**src/hdl/bvm_pkg.sv**
```systemverilog
// battery voltage monitor package: field widths, register codes, reset values
// and the beat types passed between pipeline stages
// no dependencies
`timescale 1ns / 1ps
`default_nettype none

package bvm_pkg;

   // field widths
   localparam int SAMPLE_W = 12;
   localparam int MV_W     = 16;
   localparam int COUNT_W  = 4;

   // discharge counter saturation and alarm margin while flying
   localparam logic [COUNT_W-1:0] COUNT_MAX       = 4'd15;
   localparam logic [MV_W-1:0]    ALARM_MARGIN_MV = 16'd30;

   // parameter defaults
   localparam int GROUP_SIZE_DEF = 5;
   localparam int LAND_LIMIT_DEF = 8;

   // configuration register indexes
   localparam int CSR_IDX_W = 2;

   typedef enum logic [CSR_IDX_W-1:0] {
      CSR_SCALE         = 2'd0,
      CSR_OVERDISCHARGE = 2'd1,
      CSR_ALARM         = 2'd2,
      CSR_CHARGE        = 2'd3
   } csr_index_type;

   // register reset values
   localparam logic [MV_W-1:0] SCALE_RST         = 16'd6504;
   localparam logic [MV_W-1:0] OVERDISCHARGE_RST = 16'd3500;
   localparam logic [MV_W-1:0] ALARM_RST         = 16'd3650;
   localparam logic [MV_W-1:0] CHARGE_RST        = 16'd2000;

   // configuration as seen by the datapath
   typedef struct packed {
      logic [MV_W-1:0] scale_mv;
      logic [MV_W-1:0] overdischarge_mv;
      logic [MV_W-1:0] alarm_mv;
      logic [MV_W-1:0] charge_mv;
   } csr_type;

   // beat after the divide stage
   typedef struct packed {
      logic [SAMPLE_W-1:0] mean_code;
      logic                flying;
   } mean_beat_type;

   // beat after the scale stage
   typedef struct packed {
      logic [SAMPLE_W-1:0] mean_code;
      logic [MV_W-1:0]     voltage_mv;
      logic                flying;
   } volt_beat_type;

   // result beat
   typedef struct packed {
      logic [SAMPLE_W-1:0] mean_code;
      logic [MV_W-1:0]     voltage_mv;
      logic                alarm;
      logic                charge_low;
      logic                land_request;
      logic [COUNT_W-1:0]  discharge_count;
   } rsp_beat_type;

endpackage

`default_nettype wire

```
**src/hdl/bvm_scale.sv**
```systemverilog
// divide and scale pipeline: group sum to mean code by reciprocal multiply,
// then mean code to millivolts, one multiplier per stage
// depends on bvm_pkg
`timescale 1ns / 1ps
`default_nettype none

module bvm_scale import bvm_pkg::*; #(
   parameter int GROUP_SIZE = GROUP_SIZE_DEF,
   parameter int SUM_W      = SAMPLE_W + $clog2(GROUP_SIZE)
) (
   input  wire logic             clock,
   input  wire logic             reset,
   input  wire logic             grp_valid,
   output logic                  grp_ready,
   input  wire logic [SUM_W-1:0] grp_sum,
   input  wire logic             grp_flying,
   input  wire logic [MV_W-1:0]  scale_mv,
   output logic                  volt_valid,
   input  wire logic             volt_ready,
   output volt_beat_type         volt_beat
);

   // exact reciprocal for every sum below 2**SUM_W
   localparam int SHIFT  = SUM_W + $clog2(GROUP_SIZE);
   localparam int RECIP_W = SHIFT + 1;
   localparam logic [RECIP_W-1:0] RECIP =
      RECIP_W'(((64'd1 << SHIFT) + 64'(GROUP_SIZE) - 64'd1) / 64'(GROUP_SIZE));
   localparam int PROD_W = SUM_W + RECIP_W;
   localparam int VPROD_W = SAMPLE_W + MV_W;

   logic                mean_valid_ff, mean_valid_in;
   mean_beat_type       mean_ff, mean_in;
   logic                volt_valid_ff, volt_valid_in;
   volt_beat_type       volt_ff, volt_in;
   logic                mean_ready;
   logic [PROD_W-1:0]   div_prod;
   logic [VPROD_W-1:0]  volt_prod;

   // stage handshakes
   assign mean_ready = !volt_valid_ff || volt_ready;
   assign grp_ready  = !mean_valid_ff || mean_ready;

   // divide stage
   assign div_prod = PROD_W'(grp_sum) * PROD_W'(RECIP);

   always_comb begin
      mean_valid_in = mean_valid_ff && !mean_ready;
      mean_in       = mean_ff;
      if (grp_valid && grp_ready) begin
         mean_valid_in     = 1'b1;
         mean_in.mean_code = div_prod[SHIFT +: SAMPLE_W];
         mean_in.flying    = grp_flying;
      end
   end

   // scale stage, mean times full-scale millivolts over 4096
   assign volt_prod = VPROD_W'(mean_ff.mean_code) * VPROD_W'(scale_mv);

   always_comb begin
      volt_valid_in = volt_valid_ff && !volt_ready;
      volt_in       = volt_ff;
      if (mean_valid_ff && mean_ready) begin
         volt_valid_in      = 1'b1;
         volt_in.mean_code  = mean_ff.mean_code;
         volt_in.voltage_mv = volt_prod[SAMPLE_W +: MV_W];
         volt_in.flying     = mean_ff.flying;
      end
   end

   always_ff @(posedge clock) begin
      if (reset) begin
         mean_valid_ff <= 1'b0;
         volt_valid_ff <= 1'b0;
      end else begin
         mean_valid_ff <= mean_valid_in;
         volt_valid_ff <= volt_valid_in;
      end
      mean_ff <= mean_in;
      volt_ff <= volt_in;
   end

   assign volt_valid = volt_valid_ff;
   assign volt_beat  = volt_ff;

endmodule

`default_nettype wire

```
**config.mk**
```make
export PLATFORM = sky130hd
export DESIGN_NAME = bvm_scale
export DESIGN_NICKNAME = d
export VERILOG_FILES = /design/src/hdl/bvm_pkg.sv /design/src/hdl/bvm_scale.sv
export SDC_FILE = /design/constraint.sdc
export NUM_CORES = 1
export LEC_CHECK = 0
export BUFFER_PORTS_ARGS = -buffer_cell sky130_fd_sc_hd__buf_4
export CELL_PAD_IN_SITES_DETAIL_PLACEMENT = 1
export CELL_PAD_IN_SITES_GLOBAL_PLACEMENT = 1
export CORE_ASPECT_RATIO = 1.1
export CORE_MARGIN = 3
export CORE_UTILIZATION = 25
export CTS_BUF_LIST = sky130_fd_sc_hd__clkbuf_16
export DETAILED_ROUTE_END_ITERATION = 8
export HOLD_SLACK_MARGIN = 0.12
export PLACE_DENSITY = 0.45
export SLEW_MARGIN = 10
export SYNTH_ARGS = -nofsm -noshare
export SYNTH_HDL_FRONTEND = slang
export SYNTH_SLANG_ARGS = --single-unit
```
**constraint.sdc**
```tcl
create_clock -name clock -period 11.5 [get_ports clock]
set_input_delay 1.725 -clock clock [delete_from_list [all_inputs] [get_ports clock]]
set_output_delay 1.725 -clock clock [all_outputs]
set_load 0.02 [all_outputs]
```
==> impl_metrics.tcl <==
set metrics [dict create \
    status "finished, final reports clean" \
    layout.cells.non_filler 1677 \
    place_congestion 0.731 \
    final_nets 1520 \
    crit_path_max_incr_delay_ns 0.58 \
    rsz0062_at_grt "no" \
    cts_buffer_depth 2 \
    worstRegToRegCells 19 \
    wl_met1_mm 13.0 \
    fin_skew_ns 0.0215 \
    cp_top_family "adder cells" \
    max_freq_ghz 0.150 \
    ctsRootBufferMaster "clkbuf_16" \
    dp_cells 1669 \
    fin_crit_ns 6.67 \
    worst_hold_startpoint "mean_ff[0]$_DFFE_PP_" \
    cts.hold.buffers_added 0 \
    synth.area.top_cells "fa_1, ha_1, edfxtp_1" \
    antenna_found_initial 0 \
    die_y_um 221 \
    drive_gt1_frac 0.0824 \
    syn_inst 1068 \
    reg2reg_slack_ns 5.59 \
    cts_sinks 44 \
    drcViolationCount 0 \
    final_cell_area_mm2 0.0118 \
    vias 6954 \
    rows 78 \
    synth_nets 1472 \
    cp_slowest_cell "fa_1" \
    start_kind "input port" \
    grt_pass1_wl_mm 45.3 \
    diodes 0 \
    synth.distinct_cells 43 \
    grt_pass1_vias 8223 \
    min_to "volt_beat[0]$_DFFE_PP_" \
    synth_top_area_share 0.378 \
    postCtsResizedCells 0 \
    cp_common_cell "fa_1" \
    post_drt_wl_per_cell_um 16.3 \
    synth_ff_type "edfxtp_1" \
    placed_area_mm2 0.0116 \
    path_max_fanout 5 \
    postRouteAntennaNets 0 \
    cts_htree_levels 2 \
    maxSlewHeadroom 0.439 \
    avgSynthCellArea_um2 9.82 \
    coreArea_mm2 0.0414 \
    vias_per_cell 4.15 \
    n_fill_cell 4811 \
    synth-seq-cells 44 \
    rr_startpoint "mean_ff[7]$_DFFE_PP_" \
    ys_top_cells_by_count "inv_1, fa_1, ha_1" \
    hpwl_mm 22.8 \
    postCtsSetupBuffers 0 \
    hp-class "register to register" \
    period_share 0.580 \
    syn2layout_area_growth_pct 12.3 \
    grtUsageTotal 0.130 \
    ys_warn_count 0 \
    clk_pin_slew_worst_paths_ns 0.08 \
    firstDrtPassIters 4 \
    cap_violations 0 \
    route.met2.wl_mm 13.3 \
    dieArea_mm2 0.0444 \
    fin_util 0.285 \
    hold_violations 0 \
    cp.buffers_inverters 5 \
    slew_violations 0 \
    rr_endpoint "volt_beat[15]$_DFFE_PP_" \
    seq_area_mm2 0.00130 \
    routed_wl_mm 27.3 \
    fin_setup_tns_ns 0 \
    dr_wl_met3_um 717 \
    grt_max_degree 30 \
    cp.arrival_ns 6.74 \
    netlist_area_mm2 0.0105 \
    overflow 0 \
    cp-end-kind "register" \
    numPortBuffers 66 \
    setup_viol 0 \
    start_util 0.253 \
    cts_tree "yes" \
    async_flop_share 0 \
    drt_iter0_markers 160 \
    clk_latency_ns 0.32 \
    hold_path_depth 0 \
    worst_pin_slew_ns 0.842 \
    path_class "input port to register" \
    numCtsBuffers 5 \
    dr.max_layer_used "met4" \
    cp_data_required_time_ns 11.56 \
    die_w_um 201 \
    ys_seq_area_frac 0.124 \
    synth.most_common_cell "inv_1" \
    crit_chain "buf_4 -> ha_1 -> inv_1 -> fa_1 -> fa_1 -> inv_1 -> fa_1 -> fa_1 -> inv_1 -> fa_1 -> inv_1 -> ha_1 -> nand4_1 -> nor2_1 -> o2111ai_1 -> a41oi_2 -> o21ai_2 -> o311ai_1 -> a31oi_1 -> xnor2_1" \
    num_io_pins 67 \
    multiInputGateArea_mm2 0.00801 \
    synth_enable_flop_cells 42 \
    yosys.area.top_type "fa_1" \
]
routing by layer:
metal / up-vias / GRT usage
met5: - / 0
met3: 14 / 0.0158
met2: 60 / 0.222
li1: 3324 / -
met4: 0 / 0.0232
met1: 3556 / 0.178
registers in the layout (all words and copies together) (netlist names):
name / count
mean_ff: 13
volt_beat: 29
volt_valid: 1
mean_valid_ff: 1
metrics by stage:
stage / setup WS [ns] / hold WS, ns
after floorplan: 4.98 / 0.400
after global placement: 4.49 / 0.419
after detailed placement: 4.47 / 0.429
after CTS: 4.80 / 0.446
after global routing: 4.49 / 0.462
final: 4.83 / 0.435
cell type report:
type / count / share of cell area
repair buffers: 69 / 0.0440
inverters: 288 / 0.0918
clock inverters: 3 / 0.00361
clock buffers: 5 / 0.0106
multi-input cells: 708 / 0.680
well taps: 560 / 0.0595
flip-flops and latches: 44 / 0.111
layout by cell type, fill, tap and decap left out, types with 3 or more instances in the layout:
master     Yosys  routed
ha_1         170     170
xor2_1        10      10
nor2b_1        4       3
nor3_1         3       3
and2_1        63      63
nand2b_1       5       5
o21ai_0       11      11
buf_4          0      69
nor2_1        16      16
edfxtp_1      42      42
and4_1         4       4
a21o_1         8       8
nand4_1        3       3
a31oi_1        5       5
xnor2_1       22      22
fa_1         198     198
a21oi_1       13      13
nand3_1        4       4
a211oi_1       5       5
inv_1        288     288
nand2_1      135     135
clkbuf_16      0       5
cells by family (layout without fill, tap and decap cells):
logic type,after synthesis,after routing,synth area share
xor+xnor,32,32,0.0267
simple gates,245,245,0.112
buf+inv,316,365,0.113
fa+ha+maj,368,368,0.581
flops,44,44,0.124
compound gates,63,63,0.0437
how the worst max path moves through the flow:
stage / start / end / slack, ns / cells after the start
final: grp_sum[9] / mean_ff[12]$_DFFE_PP_ / 4.83 / 20
after global routing: grp_sum[0] / mean_ff[12]$_DFFE_PP_ / 4.49 / 18
after global placement: grp_sum[9] / mean_ff[12]$_DFFE_PP_ / 4.49 / 20
after CTS: grp_sum[9] / mean_ff[12]$_DFFE_PP_ / 4.80 / 20
after floorplan: scale_mv[7] / volt_beat[15]$_DFFE_PP_ / 4.98 / 17
after detailed placement: grp_sum[9] / mean_ff[12]$_DFFE_PP_ / 4.47 / 20
Power is left out: the tool's default activity adds up to more than one toggle a clock period on the data nets, which glitch-free logic cannot reach.
