### config.mk
export PLATFORM = sky130hd
export DESIGN_NAME = bvm_accum
export DESIGN_NICKNAME = d
export VERILOG_FILES = /design/src/hdl/bvm_pkg.sv /design/src/hdl/bvm_accum.sv
export SDC_FILE = /design/constraint.sdc
export NUM_CORES = 1
export LEC_CHECK = 0
export BUFFER_PORTS_ARGS = -buffer_cell sky130_fd_sc_hd__buf_4
export CAP_MARGIN = 15
export CELL_PAD_IN_SITES_DETAIL_PLACEMENT = 0
export CELL_PAD_IN_SITES_GLOBAL_PLACEMENT = 1
export CORE_AREA = 2 2 68 70
export DETAILED_ROUTE_END_ITERATION = 10
export DIE_AREA = 0 0 70 72
export PLACE_DENSITY = 0.86
export SYNTH_ARGS = -nofsm -noshare
export SYNTH_HDL_FRONTEND = slang
export SYNTH_SLANG_ARGS = --single-unit
### constraint.sdc
create_clock -name clock -period 4.8 [get_ports clock]
set_clock_uncertainty 0.05 [all_clocks]
set_input_delay 0.72 -clock clock [delete_from_list [all_inputs] [get_ports clock]]
set_output_delay 0.72 -clock clock [all_outputs]
set_load 0.01 [all_outputs]
### src/hdl/bvm_pkg.sv
// battery voltage monitor package: field widths, register codes, reset values
// and the beat types passed between pipeline stages
// no dependencies
`timescale 1ns / 1ps
`default_nettype none

package bvm_pkg;

   // field widths
   localparam int SAMPLE_W = 12;
   localparam int MV_W     = 16;
   localparam int COUNT_W  = 4;

   // discharge counter saturation and alarm margin while flying
   localparam logic [COUNT_W-1:0] COUNT_MAX       = 4'd15;
   localparam logic [MV_W-1:0]    ALARM_MARGIN_MV = 16'd30;

   // parameter defaults
   localparam int GROUP_SIZE_DEF = 5;
   localparam int LAND_LIMIT_DEF = 8;

   // configuration register indexes
   localparam int CSR_IDX_W = 2;

   typedef enum logic [CSR_IDX_W-1:0] {
      CSR_SCALE         = 2'd0,
      CSR_OVERDISCHARGE = 2'd1,
      CSR_ALARM         = 2'd2,
      CSR_CHARGE        = 2'd3
   } csr_index_type;

   // register reset values
   localparam logic [MV_W-1:0] SCALE_RST         = 16'd6504;
   localparam logic [MV_W-1:0] OVERDISCHARGE_RST = 16'd3500;
   localparam logic [MV_W-1:0] ALARM_RST         = 16'd3650;
   localparam logic [MV_W-1:0] CHARGE_RST        = 16'd2000;

   // configuration as seen by the datapath
   typedef struct packed {
      logic [MV_W-1:0] scale_mv;
      logic [MV_W-1:0] overdischarge_mv;
      logic [MV_W-1:0] alarm_mv;
      logic [MV_W-1:0] charge_mv;
   } csr_type;

   // beat after the divide stage
   typedef struct packed {
      logic [SAMPLE_W-1:0] mean_code;
      logic                flying;
   } mean_beat_type;

   // beat after the scale stage
   typedef struct packed {
      logic [SAMPLE_W-1:0] mean_code;
      logic [MV_W-1:0]     voltage_mv;
      logic                flying;
   } volt_beat_type;

   // result beat
   typedef struct packed {
      logic [SAMPLE_W-1:0] mean_code;
      logic [MV_W-1:0]     voltage_mv;
      logic                alarm;
      logic                charge_low;
      logic                land_request;
      logic [COUNT_W-1:0]  discharge_count;
   } rsp_beat_type;

endpackage

`default_nettype wire

### src/hdl/bvm_accum.sv
// sample accumulator: sums groups of GROUP_SIZE samples and hands each
// completed group sum with its flying bit to the divide stage
// depends on bvm_pkg
`timescale 1ns / 1ps
`default_nettype none

module bvm_accum import bvm_pkg::*; #(
   parameter int GROUP_SIZE = GROUP_SIZE_DEF,
   parameter int SUM_W      = SAMPLE_W + $clog2(GROUP_SIZE)
) (
   input  wire logic                clock,
   input  wire logic                reset,
   input  wire logic                in_valid,
   output logic                     in_ready,
   input  wire logic [SAMPLE_W-1:0] in_sample,
   input  wire logic                in_flying,
   output logic                     grp_valid,
   input  wire logic                grp_ready,
   output logic [SUM_W-1:0]         grp_sum,
   output logic                     grp_flying
);

   localparam int CNT_W = (GROUP_SIZE > 1) ? $clog2(GROUP_SIZE) : 1;
   localparam logic [CNT_W-1:0] LAST_IDX = CNT_W'(GROUP_SIZE - 1);

   logic [SUM_W-1:0] sum_ff, sum_in;
   logic [CNT_W-1:0] seen_ff, seen_in;
   logic             grp_valid_ff, grp_valid_in;
   logic [SUM_W-1:0] grp_sum_ff, grp_sum_in;
   logic             grp_flying_ff, grp_flying_in;
   logic [SUM_W-1:0] sum_add;
   logic             take;
   logic             last;

   // a new sample is taken unless a finished group is still waiting
   assign in_ready = !grp_valid_ff || grp_ready;
   assign take     = in_valid && in_ready;
   assign last     = (seen_ff == LAST_IDX);
   assign sum_add  = sum_ff + SUM_W'(in_sample);

   // running sum, sample count and group hand-off
   always_comb begin
      sum_in        = sum_ff;
      seen_in       = seen_ff;
      grp_valid_in  = grp_valid_ff && !grp_ready;
      grp_sum_in    = grp_sum_ff;
      grp_flying_in = grp_flying_ff;
      if (take) begin
         if (last) begin
            sum_in        = '0;
            seen_in       = '0;
            grp_valid_in  = 1'b1;
            grp_sum_in    = sum_add;
            grp_flying_in = in_flying;
         end else begin
            sum_in  = sum_add;
            seen_in = seen_ff + CNT_W'(1);
         end
      end
   end

   always_ff @(posedge clock) begin
      if (reset) begin
         sum_ff       <= '0;
         seen_ff      <= '0;
         grp_valid_ff <= 1'b0;
      end else begin
         sum_ff       <= sum_in;
         seen_ff      <= seen_in;
         grp_valid_ff <= grp_valid_in;
      end
      grp_sum_ff    <= grp_sum_in;
      grp_flying_ff <= grp_flying_in;
   end

   assign grp_valid  = grp_valid_ff;
   assign grp_sum    = grp_sum_ff;
   assign grp_flying = grp_flying_ff;

   // sample count never reaches the group size
   a_seen_range: assert property (@(posedge clock) disable iff (reset)
      seen_ff <= LAST_IDX)
      else $error("sample count out of range");

endmodule

`default_nettype wire

==> impl_metrics.json, run 1 <==
{
  "clockRootBuffer": "clkbuf_8",
  "post-synth-top-count-cell": "nand2_1",
  "final-seq-area_sq_um": 861,
  "first_pass_iters": 4,
  "route.detailed.drc": 0,
  "cts_htree_levels": 2,
  "worst-setup-path-type": "in -> reg",
  "detail_route.vias_per_cell": 5.35,
  "worstMarginPinSlew_ns": 0.607,
  "dr.first_iter.drc_count": 118,
  "ys_seq_area_share_pct": 45.6,
  "via_count": 1461,
  "syn_inst": 185,
  "dp_hpwl_mm": 2.89,
  "cts-resized-gates": 0,
  "max_freq_ghz": 0.387,
  "diodes": 0,
  "grt_max_degree": 15,
  "setup_viol": 0,
  "wl_mm": 3.84,
  "rsz0062_at_grt": "false",
  "boundaryPins": 35,
  "grt-ovfl-total": 0,
  "die_h_um": 72,
  "yosys-top-cells-area": "edfxtp_1 (25%), dfxtp_1 (20%), ha_1 (9.3%)",
  "track_usage_pct": 16.1,
  "place_ws_ns": 1.91,
  "wl_per_cell_um": 14.1,
  "powerDensity_mw_per_mm2": 320,
  "yosys.area.top_type": "edfxtp_1",
  "finalHoldViolCount": 0,
  "period_share_pct": 53.8,
  "worst_slack_ns": 2.22,
  "vdd_drop_max_uv": 156,
  "gp_congestion": 0.787,
  "hold_path_class": "reg -> reg",
  "r2r_slack_ns": 2.46,
  "yosys.area.top_type_share_pct": 25.5,
  "critPathLaunch": "in_sample[0]",
  "cts_buffers": 5,
  "synth_common_cells": "nand2_1 (22), dfxtp_1 (19), a21oi_1 (16), edfxtp_1 (16), ha_1 (14)",
  "synth_edf_count": 16,
  "critical_path_peak_fanout": 5,
  "final_max_slew_viol_count": 0,
  "port_buffers": 34,
  "cp.arrival_ns": 2.57,
  "synth-main-ff-cell": "dfxtp_1",
  "ys_ff_latch": 35,
  "dieArea_sq_mm": 0.00504,
  "start_util_pct": 44.2,
  "die_x_um": 70,
  "cts_buffer_depth": 2,
  "clkTransAtPathRegs_ns": 0.07,
  "cts_hold_buf": 0,
  "multiInputGateArea_sq_um": 968,
  "first_global_vias": 1414,
  "coreArea_sq_mm": 0.00426,
  "fin_setup_tns_ns": 0,
  "min_from": "sum_ff[2]",
  "fin_crit_ns": 2.58,
  "async_reset_ff_share_pct": 0,
  "drive_gt1_share_pct": 21.7,
  "synth_area_per_cell_sq_um": 10.2,
  "max_cap_violations": 0,
  "clk_latency_ns": 0.28,
  "mappedNetlistNets": 217,
  "worstPathRequired_ns": 4.79,
  "grt_pass1_wl_mm": 6.45,
  "outcome": "completed",
  "nFillCells": 411,
  "post_cts_buffers": 0,
  "placementRows": 24,
  "cts_tree": "done",
  "antenna_found_initial": 0,
  "fin_nets": 253,
  "startpoint_type": "input port",
  "p_leak_nw": 0.996,
  "syn_to_final_growth_pct": 19.6,
  "cp-end-kind": "register",
  "max_slew_margin_pct": 59.4,
  "cts.sinks": 35,
  "reg2reg_from": "sum_ff[0]",
  "syn_area_sq_mm": 0.00189,
  "ys.warnings.count": 0,
  "ys_types": 47,
  "ant_nets": 0
}
[power by group]
part	leakage [nW]	switching [mW]	internal (mW)
registers	0.300	0.00983	0.336
logic	0.657	0.100	0.0763
clock network	0.0383	0.101	0.0999
total	0.996	0.210	0.513
[worst max-delay path: stages]
cell and delay [ns]:
buf_4 0.11, ha_1 0.22, fa_1 0.40, a21o_1 0.23, a221oi_4 0.35, nor3_2 0.13, o211a_1 0.26, xor2_1 0.15
[cell type report]
cell class	instances	area share [%]
clock buffer	7	3.38
inverter	6	0.998
multi-input combinational	138	42.9
sequential	35	38.2
tap	52	2.88
timing repair buffer	35	11.6
[layer usage]
metal,vias up,wire (um),track usage [%]
met5,-,0,0
met4,0,38,5.13
met3,7,227,4.03
met2,41,1670,25.0
met1,663,1900,22.3
li1,750,-,-
[stage by stage]
stage,hold slack (ns),cell area [sq um],util [%],std cells,total power [mW]
after floorplan,0.379,1890,-,185,0.487
after global placement,0.396,2180,51.1,266,0.527
after detailed placement,0.405,2180,51.1,266,0.527
after CTS,0.417,2260,52.9,273,0.727
after global routing,0.434,2260,52.9,273,0.762
final,0.414,2260,52.9,273,0.723
[final timing paths]
path / to / cells past startpoint
worst max-delay path: grp_sum[14] / 8
worst min-delay path: sum_ff[2] / 2
worst max register to register: grp_sum[14] / 7
worst min register to register: sum_ff[2] / 2
[cells by family after synthesis]
logic type               Yosys count  share of synthesized area, %
buffers and inverters             12                          3.05
flip-flops                        35                          45.6
adder cells (fa/ha/maj)           15                          10.3
AO/OA/AOI/OAI                     55                          21.2
XOR/XNOR                          11                          5.11
AND/OR/NAND/NOR                   57                          14.7
[sequential cells by signal (all words and copies together) (netlist names)]
register / count
grp_flying: 1
sum_ff: 15
grp_valid: 1
grp_sum: 15
seen_ff: 3
[placed cells by master, fill, tap and decap left out, types with 2 or more instances in the layout]
cell      synthesis  routed
buf_4             0      35
nand2_1          22      22
dfxtp_1          19      19
a21oi_1          16      16
edfxtp_1         16      16
ha_1             14      14
nor2_1           12      12
inv_1             6       6
xor2_1            6       6
nand3_1           6       6
a21o_1            5       5
xnor2_1           5       5
o21ai_0           5       5
clkbuf_8          1       5
o21ai_1           3       3
and2_1            3       3
a22o_1            3       3
nand4_1           3       3
a211o_1           3       3
a22oi_1           3       3
and3_2            2       2
and3_1            2       2
a31oi_1           2       2
o211ai_1          2       2
clkbuf_1          3       2
(Power assumes the default switching activity.)
==> run 2: changes to the inputs <==
--- a/config.mk
+++ b/config.mk
@@ -9,10 +9,10 @@
 export CAP_MARGIN = 15
 export CELL_PAD_IN_SITES_DETAIL_PLACEMENT = 0
 export CELL_PAD_IN_SITES_GLOBAL_PLACEMENT = 1
-export CORE_AREA = 2 2 68 70
+export CORE_AREA = 2 2 71 73
 export DETAILED_ROUTE_END_ITERATION = 10
-export DIE_AREA = 0 0 70 72
-export PLACE_DENSITY = 0.86
+export DIE_AREA = 0 0 73 75
+export PLACE_DENSITY = 0.8
 export SYNTH_ARGS = -nofsm -noshare
 export SYNTH_HDL_FRONTEND = slang
 export SYNTH_SLANG_ARGS = --single-unit
==> constraint.sdc (replaced) <==
create_clock -name clock -period 2.6 [get_ports clock]
set_clock_uncertainty 0.05 [all_clocks]
set_input_delay 0.39 -clock clock [delete_from_list [all_inputs] [get_ports clock]]
set_output_delay 0.39 -clock clock [all_outputs]
set_load 0.01 [all_outputs]
==> impl_metrics.json, run 2 (same netlist as run 1, synthesis figures left out) <==
{
  "outcome": "completed",
  "period_share_pct": 86.1,
  "place_inst": 271,
  "fin_setup_tns_ns": 0,
  "pwr-share-comb_pct": 24.7,
  "max_freq_ghz": 0.446,
  "worstPathRequired_ns": 2.59,
  "nFillCells": 449,
  "fin_crit_ns": 2.24,
  "met3_usage_pct": 4.82,
  "vdd_drop_max_uv": 262,
  "dp_hpwl_mm": 2.91,
  "p_int_mw": 0.956,
  "max_cap_violations": 0,
  "drive_gt1_share_pct": 23.1,
  "worstMarginPinSlew_ns": 0.632,
  "grt-ovfl-total": 0,
  "layout_commonest_cell": "buf_4",
  "cts-resized-gates": 0,
  "first_pass_iters": 4,
  "hold_path_class": "in -> reg",
  "placementRows": 25,
  "die_x_um": 73,
  "syn_to_final_growth_pct": 21.2,
  "p_leak_nw": 1.01,
  "die_h_um": 75,
  "fin_nets": 256,
  "seqPwrFrac_pct": 47.0,
  "gr-usage-met2_pct": 22.8,
  "grt_pass1_wl_mm": 6.50,
  "wl_per_cell_um": 14.2,
  "detail_route.vias_per_cell": 5.40,
  "critPathBufInv": 0,
  "grt_max_degree": 15,
  "cts_tree": "done",
  "max_slew_margin_pct": 57.7,
  "coreArea_sq_mm": 0.00466,
  "port_buffers": 34,
  "wl_mm": 3.97,
  "dr.first_iter.drc_count": 98,
  "p_sw_mw": 0.403,
  "cp_top_family": "compound AO/OA/AOI/OAI gates",
  "instances_no_fill": 279,
  "clk_latency_ns": 0.29,
  "finalCoreUtilization_pct": 49.0,
  "cts_hold_buf": 0,
  "rsz0062_at_grt": "false",
  "slowest_delay_ns": 0.40,
  "route.detailed.drc": 0,
  "antenna_found_initial": 0,
  "boundaryPins": 35,
  "start_util_pct": 40.5,
  "powerDensity_mw_per_mm2": 595,
  "cp-end-kind": "register",
  "netSwitchingFraction_pct": 29.7,
  "setup_viol": 0,
  "clkTransAtPathRegs_ns": 0.07,
  "worst-setup-path-type": "reg -> reg",
  "gp_congestion": 0.813,
  "power_mw": 1.36,
  "use_met1_pct": 22.1,
  "startpoint_type": "register",
  "diodes": 0,
  "post_cts_buffers": 0,
  "p_clk_share_pct": 28.3,
  "cts_htree_levels": 2,
  "ant_nets": 0,
  "cp_slowest_cell": "fa_1",
  "critical_path_peak_fanout": 5,
  "finalHoldViolCount": 0,
  "busiest_layer": "met2",
  "dieArea_sq_mm": 0.00548,
  "cts_buffer_depth": 2,
  "timing.hold.ws_ns": 0.221,
  "first_global_vias": 1371,
  "clockRootBuffer": "clkbuf_8",
  "cp.arrival_ns": 2.23,
  "cts_buffers": 5,
  "final_cell_mix": "buf_4 (38), nand2_1 (22), dfxtp_1 (19)",
  "track_usage_pct": 15.9,
  "via_count": 1507,
  "final_max_slew_viol_count": 0,
  "cp_cell_sequence": "ha_1 > fa_1 > a21o_1 > a221oi_4 > nor3_2 > o211a_1 > xor2_1",
  "cts.sinks": 35
}
run 2: changes by cell type in the layout (fill, tap and decap cells not counted), sizes merged:
| cell | delta |
|---|---|
| buf | +3 |
| clkinv | +1 |
run 2: layout make-up:
cell class	count	area, sq um	area share [%]
inverters	6	22.5	0.985
clock buffers	7	76.3	3.34
well taps	54	67.6	2.96
repair buffers	38	285	12.5
clock inverters	1	5.00	0.219
flip-flops and latches	35	861	37.7
multi-input cells	138	968	42.4
run 2: worst paths after layout:
path	start	cells after the start	slack (ns)	endpoint
worst max-delay path	sum_ff[0]	7	0.36	grp_sum[14]
worst min-delay path	in_flying	1	0.22	grp_flying
worst max register to register	sum_ff[0]	7	0.36	grp_sum[14]
worst min register to register	sum_ff[0]	2	0.41	sum_ff[0]
run 2: routing by layer:
layer,up-vias,wire length [um]
met1,696,1980
met3,5,190
li1,770,-
met4,0,83
met2,36,1710
met5,-,0
run 2: metrics by stage:
step                worst slack, ns  area (sq um)
finish                        0.360          2290
global route                  0.244          2290
CTS                           0.352          2290
detailed placement            0.150          2200
global placement              0.174          2200
floorplan                     0.319          1890
run 2: power groups by stage:
stage / registers [mW] / logic [mW] / clock network (mW)
global placement: 0.651 / 0.333 / 0
detailed placement: 0.651 / 0.335 / 0
CTS: 0.639 / 0.337 / 0.400
global route: 0.642 / 0.373 / 0.418
floorplan: 0.646 / 0.253 / 0
finish: 0.639 / 0.336 / 0.385
